===== config.mk =====
export PLATFORM = sky130hd
export DESIGN_NAME = gate_motor_limit_move_controller
export DESIGN_NICKNAME = d
export VERILOG_FILES = /design/src/hw/rtl/gmlc_pkg.sv /design/src/hw/rtl/gmlc_chan_bank.sv /design/src/hw/rtl/gate_motor_limit_move_controller.sv
export SDC_FILE = /design/constraint.sdc
export NUM_CORES = 1
export LEC_CHECK = 0
export BUFFER_PORTS_ARGS = -buffer_cell sky130_fd_sc_hd__clkbuf_2
export CAP_MARGIN = 20
export CORE_MARGIN = 1.5
export CORE_UTILIZATION = 50
export CTS_BUF_LIST = sky130_fd_sc_hd__clkbuf_4
export DETAILED_ROUTE_END_ITERATION = 8
export GPL_ROUTABILITY_DRIVEN = 0
export PLACE_DENSITY_LB_ADDON = 0.05
export SLEW_MARGIN = 40
export SYNTH_ARGS = -nofsm -noshare
export SYNTH_HDL_FRONTEND = slang
export SYNTH_SLANG_ARGS = --single-unit

===== constraint.sdc =====
create_clock -name clk -period 9.6 [get_ports clk]
set_clock_uncertainty 0.05 [all_clocks]
set_input_delay 0.96 -clock clk [delete_from_list [all_inputs] [get_ports clk]]
set_output_delay 0.96 -clock clk [all_outputs]
set_load 0.01 [all_outputs]

===== src/hw/rtl/gmlc_pkg.sv =====
`timescale 1ns / 1ps
`default_nettype none
// ----------------------------------------------------------------------------
// Gate motor move controller package
// Shared types, codes and defaults for the per-motor move sequencer.
// ----------------------------------------------------------------------------
package gmlc_pkg;

	localparam int MOTORS_DEF    = 4;
	localparam int TICK_BITS_DEF = 16;

	// Input modes, carried in tuser.
	localparam logic [1:0] MODE_TICK = 2'd0;
	localparam logic [1:0] MODE_CMD  = 2'd1;
	localparam logic [1:0] MODE_RUN  = 2'd2;

	// Sequencer phases.
	localparam logic [1:0] PH_INIT  = 2'd0;
	localparam logic [1:0] PH_CHECK = 2'd1;
	localparam logic [1:0] PH_START = 2'd2;
	localparam logic [1:0] PH_WAIT  = 2'd3;

	// Run status codes.
	localparam logic [1:0] ST_IDLE     = 2'h0;
	localparam logic [1:0] ST_MOVING   = 2'h1;
	localparam logic [1:0] ST_FINISHED = 2'h2;

	// Error flag bits.
	localparam logic [2:0] ERR_COM  = 3'd1;
	localparam logic [2:0] ERR_TIME = 3'd2;
	localparam logic [2:0] ERR_POS  = 3'd4;

	// Drive direction codes.
	localparam logic [1:0] DIR_BRAKE = 2'd0;
	localparam logic [1:0] DIR_FWD   = 2'd1;
	localparam logic [1:0] DIR_REV   = 2'd2;

	localparam logic [6:0] DUTY_MAX = 7'd100;

	typedef struct packed {
		logic [1:0]  mode;
		logic [1:0]  motor;
		logic        direction;
		logic [6:0]  speed;
		logic [15:0] timeout;
		logic        up_limit;
		logic        down_limit;
	} item_t;

	typedef struct packed {
		logic        down_seen;
		logic        up_seen;
		logic [6:0]  duty;
		logic [1:0]  drive_dir;
		logic        power_on;
		logic        position_error;
		logic        timeout_error;
		logic        any_error;
		logic [1:0]  run_status;
		logic        busy_res;
		logic [1:0]  motor_id;
	} result_t;

	// Per-motor record, without the runtime counter.
	typedef struct packed {
		logic        active;
		logic        move_dir;
		logic [6:0]  move_speed;
		logic [15:0] move_limit;
		logic [1:0]  phase;
		logic [1:0]  status_code;
		logic [2:0]  error_bits;
		logic [1:0]  limit_levels;
		logic        pwr;
		logic [1:0]  ddir;
		logic [6:0]  dduty;
	} chan_t;

endpackage
`default_nettype wire


===== src/hw/rtl/gmlc_chan_bank.sv =====
`timescale 1ns / 1ps
`default_nettype none
// ----------------------------------------------------------------------------
// Gate motor channel bank
// Holds every motor's state and applies one item per cycle while fire is high.
// ----------------------------------------------------------------------------
module gmlc_chan_bank
	import gmlc_pkg::*;
#(
	parameter int MOTORS    = MOTORS_DEF,
	parameter int TICK_BITS = TICK_BITS_DEF
) (
	input  wire logic    clk,
	input  wire logic    arst_n,
	input  wire logic    fire,
	input  wire item_t   item,
	output result_t      result
);

	localparam int IW = (MOTORS > 1) ? $clog2(MOTORS) : 1;
	localparam int CW = (TICK_BITS > 16) ? TICK_BITS : 16;

	chan_t                 chan_q    [MOTORS];
	logic [TICK_BITS-1:0]  elapsed_q [MOTORS];

	logic [4:0]           m_ext;
	logic [IW-1:0]        idx;
	logic                 present;
	chan_t                rd;
	chan_t                nxt;
	logic [TICK_BITS-1:0] el_rd;
	logic                 el_clr;
	logic                 tgt;
	logic                 both;
	logic                 in_time;
	logic                 wr_en;

	assign m_ext   = {3'b000, item.motor};
	assign idx     = m_ext[IW-1:0];
	assign present = (m_ext < 5'(MOTORS));

	always_comb begin
		rd     = present ? chan_q[idx] : '0;
		el_rd  = present ? elapsed_q[idx] : '0;
		nxt    = rd;
		el_clr = 1'b0;
		tgt    = rd.move_dir ? item.down_limit : item.up_limit;
		both   = item.up_limit & item.down_limit;
		in_time = (CW'(el_rd) < CW'(rd.move_limit));
		case (item.mode)
			MODE_CMD: begin
				if (!rd.active) begin
					nxt.move_dir   = item.direction;
					nxt.move_speed = item.speed;
					nxt.move_limit = item.timeout;
					nxt.active     = 1'b1;
				end
			end
			MODE_RUN: begin
				if (rd.active) begin
					case (rd.phase)
						PH_INIT: begin
							nxt.error_bits  = '0;
							nxt.status_code = ST_MOVING;
							el_clr          = 1'b1;
							nxt.phase       = PH_CHECK;
						end
						PH_CHECK: begin
							if (both || tgt) begin
								nxt.phase       = PH_INIT;
								nxt.status_code = ST_FINISHED;
								nxt.active      = 1'b0;
								if (both) begin
									nxt.error_bits = rd.error_bits | ERR_COM | ERR_POS;
								end
							end else begin
								nxt.phase = PH_START;
							end
						end
						PH_START: begin
							nxt.ddir  = rd.move_dir ? DIR_REV : DIR_FWD;
							nxt.dduty = (rd.move_speed > DUTY_MAX) ? DUTY_MAX : rd.move_speed;
							nxt.pwr   = 1'b1;
							el_clr    = 1'b1;
							nxt.phase = PH_WAIT;
						end
						default: begin
							// Wait: the target limit stops the move; both limits or timeout stop with an error.
							if (both || !in_time || tgt) begin
								nxt.pwr         = 1'b0;
								nxt.dduty       = '0;
								nxt.ddir        = DIR_BRAKE;
								nxt.phase       = PH_INIT;
								nxt.status_code = ST_FINISHED;
								nxt.active      = 1'b0;
								if (both) begin
									nxt.error_bits = rd.error_bits | ERR_COM | ERR_POS;
								end else if (!in_time) begin
									nxt.error_bits = rd.error_bits | ERR_COM | ERR_TIME;
								end
							end
						end
					endcase
				end
				nxt.limit_levels = {item.down_limit, item.up_limit};
			end
			default: begin
			end
		endcase
	end

	assign wr_en = fire && present && ((item.mode == MODE_CMD) || (item.mode == MODE_RUN));

	always_comb begin
		result           = '0;
		result.motor_id  = item.motor;
		if (present) begin
			result.busy_res       = nxt.active;
			result.run_status     = nxt.status_code;
			result.any_error      = nxt.error_bits[0];
			result.timeout_error  = nxt.error_bits[1];
			result.position_error = nxt.error_bits[2];
			result.power_on       = nxt.pwr;
			result.drive_dir      = nxt.ddir;
			result.duty           = nxt.dduty;
			result.up_seen        = nxt.limit_levels[0];
			result.down_seen      = nxt.limit_levels[1];
		end
	end

	always_ff @(posedge clk or negedge arst_n) begin
		if (!arst_n) begin
			for (int i = 0; i < MOTORS; i++) begin
				chan_q[i]    <= '0;
				elapsed_q[i] <= '0;
			end
		end else begin
			for (int i = 0; i < MOTORS; i++) begin
				if (fire && (item.mode == MODE_TICK)) begin
					if (elapsed_q[i] != {TICK_BITS{1'b1}}) begin
						elapsed_q[i] <= elapsed_q[i] + 1'b1;
					end
				end else if (wr_en && (idx == IW'(i))) begin
					chan_q[i] <= nxt;
					if (el_clr) begin
						elapsed_q[i] <= '0;
					end
				end
			end
		end
	end

endmodule
`default_nettype wire


===== src/hw/rtl/gate_motor_limit_move_controller.sv =====
`timescale 1ns / 1ps
`default_nettype none
// ----------------------------------------------------------------------------
// Gate motor limit move controller
// Per-motor move sequencer with up and down limit switches and tick timeout.
// ----------------------------------------------------------------------------
//  Channel   Dir  Beat contents
//  s_axis    in   tuser: mode; tdata: motor, direction, speed, timeout, limits
//  m_axis    out  tdata: status of the addressed motor after the update
//
//  One beat per cycle is sustained while m_axis accepts; a beat lands in the
//  input register at the edge that takes it, and its result is loaded into
//  the result register at the edge that fires it. That edge also updates
//  the addressed motor, or on a tick every motor's counter, from the beat.
//  Reset clears every motor to idle, braked, power off, counters at zero.
//  While m_axis stalls with the result register full, that register holds;
//  s_tready falls only when both registers are full and m_axis stalls.
// ----------------------------------------------------------------------------
module gate_motor_limit_move_controller
	import gmlc_pkg::*;
#(
	parameter int MOTORS    = MOTORS_DEF,
	parameter int TICK_BITS = TICK_BITS_DEF
) (
	input  wire logic        clk,
	input  wire logic        arst_n,
	input  wire logic        s_tvalid,
	output logic             s_tready,
	input  wire logic [31:0] s_tdata,  // motor, direction, speed, timeout, up_limit, down_limit
	input  wire logic [1:0]  s_tuser,  // mode
	output logic             m_tvalid,
	input  wire logic        m_tready,
	output logic [23:0]      m_tdata   // motor_id, busy_res, run_status, any_error,
	                                   // timeout_error, position_error, power_on,
	                                   // drive_dir, duty, up_seen, down_seen
);

	logic    s1_valid_q;
	item_t   item_s1;
	logic    out_valid_q;
	result_t res_q;
	result_t res_d;
	logic    adv_out;
	logic    fire;
	logic    in_take;

	assign adv_out  = !out_valid_q || m_tready;
	assign fire     = s1_valid_q && adv_out;
	assign s_tready = !s1_valid_q || adv_out;
	assign in_take  = s_tvalid && s_tready;

	always_ff @(posedge clk or negedge arst_n) begin
		if (!arst_n) begin
			s1_valid_q  <= 1'b0;
			out_valid_q <= 1'b0;
		end else begin
			if (s_tready) begin
				s1_valid_q <= s_tvalid;
			end
			if (adv_out) begin
				out_valid_q <= s1_valid_q;
			end
		end
	end

	always_ff @(posedge clk) begin
		if (in_take) begin
			item_s1.mode       <= s_tuser;
			item_s1.motor      <= s_tdata[1:0];
			item_s1.direction  <= s_tdata[2];
			item_s1.speed      <= s_tdata[9:3];
			item_s1.timeout    <= s_tdata[25:10];
			item_s1.up_limit   <= s_tdata[26];
			item_s1.down_limit <= s_tdata[27];
		end
		if (fire) begin
			res_q <= res_d;
		end
	end

	gmlc_chan_bank #(
		.MOTORS    (MOTORS),
		.TICK_BITS (TICK_BITS)
	) u_bank (
		.clk    (clk),
		.arst_n (arst_n),
		.fire   (fire),
		.item   (item_s1),
		.result (res_d)
	);

	assign m_tvalid = out_valid_q;
	assign m_tdata  = {4'b0000, res_q};

	// A beat leaving the input register lands as the result of the same motor.
	assert property (@(posedge clk) disable iff (!arst_n)
		fire |=> (m_tvalid && (res_q.motor_id == $past(item_s1.motor))))
		else $error("result does not follow the processed beat");

	// A powered motor is never reported as braked.
	assert property (@(posedge clk) disable iff (!arst_n)
		(m_tvalid && res_q.power_on) |-> (res_q.drive_dir != DIR_BRAKE))
		else $error("power on while braked");

	// A motor that is not busy has its power off.
	assert property (@(posedge clk) disable iff (!arst_n)
		(m_tvalid && !res_q.busy_res) |-> !res_q.power_on)
		else $error("idle motor still powered");

	// Back-pressure only arises when the input register is occupied.
	assert property (@(posedge clk) disable iff (!arst_n)
		!s_tready |-> (s1_valid_q && out_valid_q))
		else $error("input stalled with free registers");

endmodule
`default_nettype wire

==> results.txt <==
----------------------------------------------------
[Critical path]
  Critical path start-end classification ... reg2reg
  Largest fanout of any net on the critical path ... 55
  Worst reg2reg path depth ... 9
  CP Data Required Time ... 10.15 ns
  Type of element launching the critical path ... register
  Endpoint class of the critical path ... register
  Data arrival time of the worst path ... 5.06 ns

[Route]
  Mean number of vias per cell ... 5.64
  Routed WL ... 30,800 microns
  Number of remaining DRC errors ... 0
  Routed WL per cell ... 18.7 microns
  Number of nets with antenna violations after routing ... 0
  Count of TritonRoute iterations in the first routing pass ... 5
  Vias after detailed routing ... 9,294
  Detailed router's first-iteration violation count ... 663

[Synth]
  EDFF count, synth ... 50
  Post-synthesis instance total ... 1,160
  Synth warn ... 0
  Share of synthesized registers carrying an async set or reset ... 82.9%
  Post-synthesis instance area ... 0.0138 sq mm
  Leading register cell type out of synthesis ... dfrtp_1
  Cell types occupying the most area after synthesis ... dfrtp_1, edfxtp_1, mux4_2
  Top cell type's share of synthesized area ... 43.8%
  Part of the Yosys area used for sequential elements ... 54.6%
  Synth cell types ... 62
  Number of synthesized register bits ... 292
  Cell type contributing the most total cell area after synthesis ... dfrtp_1
  Synth Area per Inst ... 11.9 sq um

[Timing]
  Transition at the pin with the smallest max-transition slack ... 0.843 ns
  Worst rel slew slack ... 43.8%
  Period utilisation layout ... 47.0%
  Final Hold Viols ... 0
  Setup TNS ... 0 ns
  Final number of setup-violating endpoints ... 0
  Max-slew violation count ... 0
  Final critical-path setup slack ... 5.09 ns
  Max Fclk ... 0.222 GHz
  Setup repair after global routing missed its margin ... no
  Time the final worst path needs with I/O delays and setup ... 4.51 ns

[Clock tree]
  Clock net sink count ... 292
  Post-cts hold buffer count ... 0
  CTS Buffer Depth ... 3
  Post-CTS repair timing setup buffer count ... 0
  CTS tree ... built
  Clock latency reported for the late side of the worst-skew pair ... 0.71 ns
  Clk slew on worst S/H paths ... 0.07 ns
  Number of buffers created by CTS ... 79
  Depth of the CTS H-tree ... 3
  Root Buffer Master ... clkbuf_4
  Resized Gates After CTS ... 0

[Pwr]
  Static leakage ... 6.96 nW
  Fraction of power consumed by sequential logic ... 47.7%
  Cell internal power dissipation ... 0.00237 W
  Power density relative to cell area ... 215 mW/mm^2
  Switching power summed over all nets ... 0.000978 W
  Switching fraction of total power ... 29.2%
  Largest vdd supply drop ... 0.127 mV
  Combinational Power Share ... 18.0%
  Clock share of power ... 34.3%

[Finish]
  Number of fill cells in the layout ... 2,385
  Final nets ... 1,313
  Fraction of layout cells with a size suffix above 1 ... 26.5%
  Area of the multi-input gates ... 0.00591 sq mm
  Area growth from synthesis to layout ... 12.6%
  Register area ... 0.00756 sq mm
  Most common library cell in the layout ignoring fill and taps ... dfrtp_1
  Most frequent cells in the layout ... dfrtp_1, nand2_1, clkbuf_4, o21ai_0, nor2_1

[Outcome]
  Run status ... finished clean

[Floorplan]
  Ports ... 64
  Initial standard-cell utilization of the core ... 51.2%
  Area of the core region ... 0.0270 sq mm
  Die Width ... 169 microns
  Die outline height ... 169 microns
  Number of standard-cell rows in the floorplan ... 60
  Total Die Area ... 0.0287 sq mm

[GRT]
  First-pass GRT wire length ... 50,100 microns
  GRT Overall Usage ... 22.6%
  Maximum number of pins on one net before global-route repair ... 100
  Via count of the first global-routing pass ... 9,257
  Antenna violations before repair ... 1
  Remaining global-route overflow ... 0

[Placed design]
  Pre-CTS setup slack ... 5.10 ns
  Number of buffers inserted by port buffering ... 55
  DP HPWL ... 19,300 microns

[Worst hold path]
  Worst min-delay path category ... in2async

[Run]
  Number of violations of the max-capacitance limit ... 0

----------------------------------------------------
## registers in the layout, indices dropped and copies added, names as in the netlist
| name | cells |
|---|---|
| u_bank.elapsed_q | 64 |
| item_s1 | 30 |
| m_tvalid | 1 |
| s1_valid_q | 1 |
| u_bank.chan_q | 176 |
| m_tdata | 20 |
## critical path: stages (launching register included)
cell	delay, ns
edfxtp_1	0.71
buf_4	0.74
mux4_2	0.46
ha_1	0.34
nand4_1	0.18
nor4_1	0.62
a211oi_1	0.16
a31oi_1	0.55
a21o_1	0.33
mux2_2	0.19
## layer usage
layer  vias up  global-route usage, %  wire [microns]
met3        55                   4.13            1130
met4         0                   7.70             616
met5         -                      0               0
li1       4440                      -               -
met1      4618                   33.7           15500
met2       181                   33.3           13600
## cell usage after synthesis, types with 7 or more instances
| library cell | instances |
|---|---|
| a31oi_1 | 10 |
| nor2_1 | 75 |
| and2_1 | 7 |
| a21oi_1 | 25 |
| mux4_2 | 60 |
| ha_1 | 22 |
| edfxtp_1 | 50 |
| xor2_1 | 47 |
| nand3_1 | 23 |
| and4_1 | 9 |
| mux2_2 | 53 |
| o21ai_1 | 48 |
| dfrtp_1 | 242 |
| clkbuf_1 | 48 |
| o21ai_0 | 81 |
| o211ai_1 | 12 |
| inv_1 | 32 |
| mux2i_1 | 26 |
| buf_2 | 9 |
| nand2_1 | 149 |
| and3_1 | 18 |
| nand4_1 | 23 |
## power groups by stage
| stage | registers, W | clock network [W] | logic, W |
|---|---|---|---|
| after global routing | 0.00162 | 0.00126 | 0.000685 |
| after floorplan | 0.00158 | 0 | 0.000439 |
| after detailed placement | 0.00162 | 0 | 0.000604 |
| after CTS | 0.00159 | 0.00119 | 0.000605 |
| after global placement | 0.00161 | 0 | 0.000585 |
| final | 0.00159 | 0.00115 | 0.000602 |
## stage by stage
stage	cells	utilization (%)	instance area [sq um]	total power (W)	hold slack (ns)
detailed placement	1512	53.6	14500	0.00222	0.411
finish	1649	57.6	15600	0.00335	0.140
CTS	1647	57.5	15500	0.00339	0.243
floorplan	1163	-	13800	0.00202	0.371
global route	1649	57.6	15600	0.00356	0.114
global placement	1508	53.3	14400	0.00220	0.408
## final cells by class
type,instances,area share (%)
clock buffer,125,6.02
inverter,33,0.795
sequential,292,48.5
multi-input combinational,771,37.9
timing repair buffer,76,3.30
tap,341,2.74
antenna,1,0.0161
clock inverter,10,0.691
## logic make-up after synthesis
logic type	count (synthesis)	synth area share, %
buf+inv	100	2.96
compound gates	222	9.90
simple gates	329	11.0
fa+ha+maj	22	1.99
xor+xnor	52	3.29
other cells	1	0.0271
mux	142	16.2
flops	292	54.6
## final timing paths
| path | slack [ns] | startpoint | to |
|---|---|---|---|
| min reg2reg | 0.42 | u_bank.chan_q[18]$_DFFE_PN0P_ | u_bank.chan_q[18]$_DFFE_PN0P_ |
| max | 5.09 | item_s1[27]$_DFFE_PP_ | u_bank.chan_q[101]$_DFFE_PN0P_ |
| min in group clk | 0.37 | s_tdata[22] | item_s1[14]$_DFFE_PP_ |
| max in group asynchronous | 8.01 | arst_n | u_bank.chan_q[4]$_DFFE_PN0P_ |
| min | 0.14 | arst_n | u_bank.elapsed_q[56]$_DFFE_PN0P_ |
| max reg2reg | 5.09 | item_s1[27]$_DFFE_PP_ | u_bank.chan_q[101]$_DFFE_PN0P_ |
No activity file was read; power rests on OpenSTA's default activity.
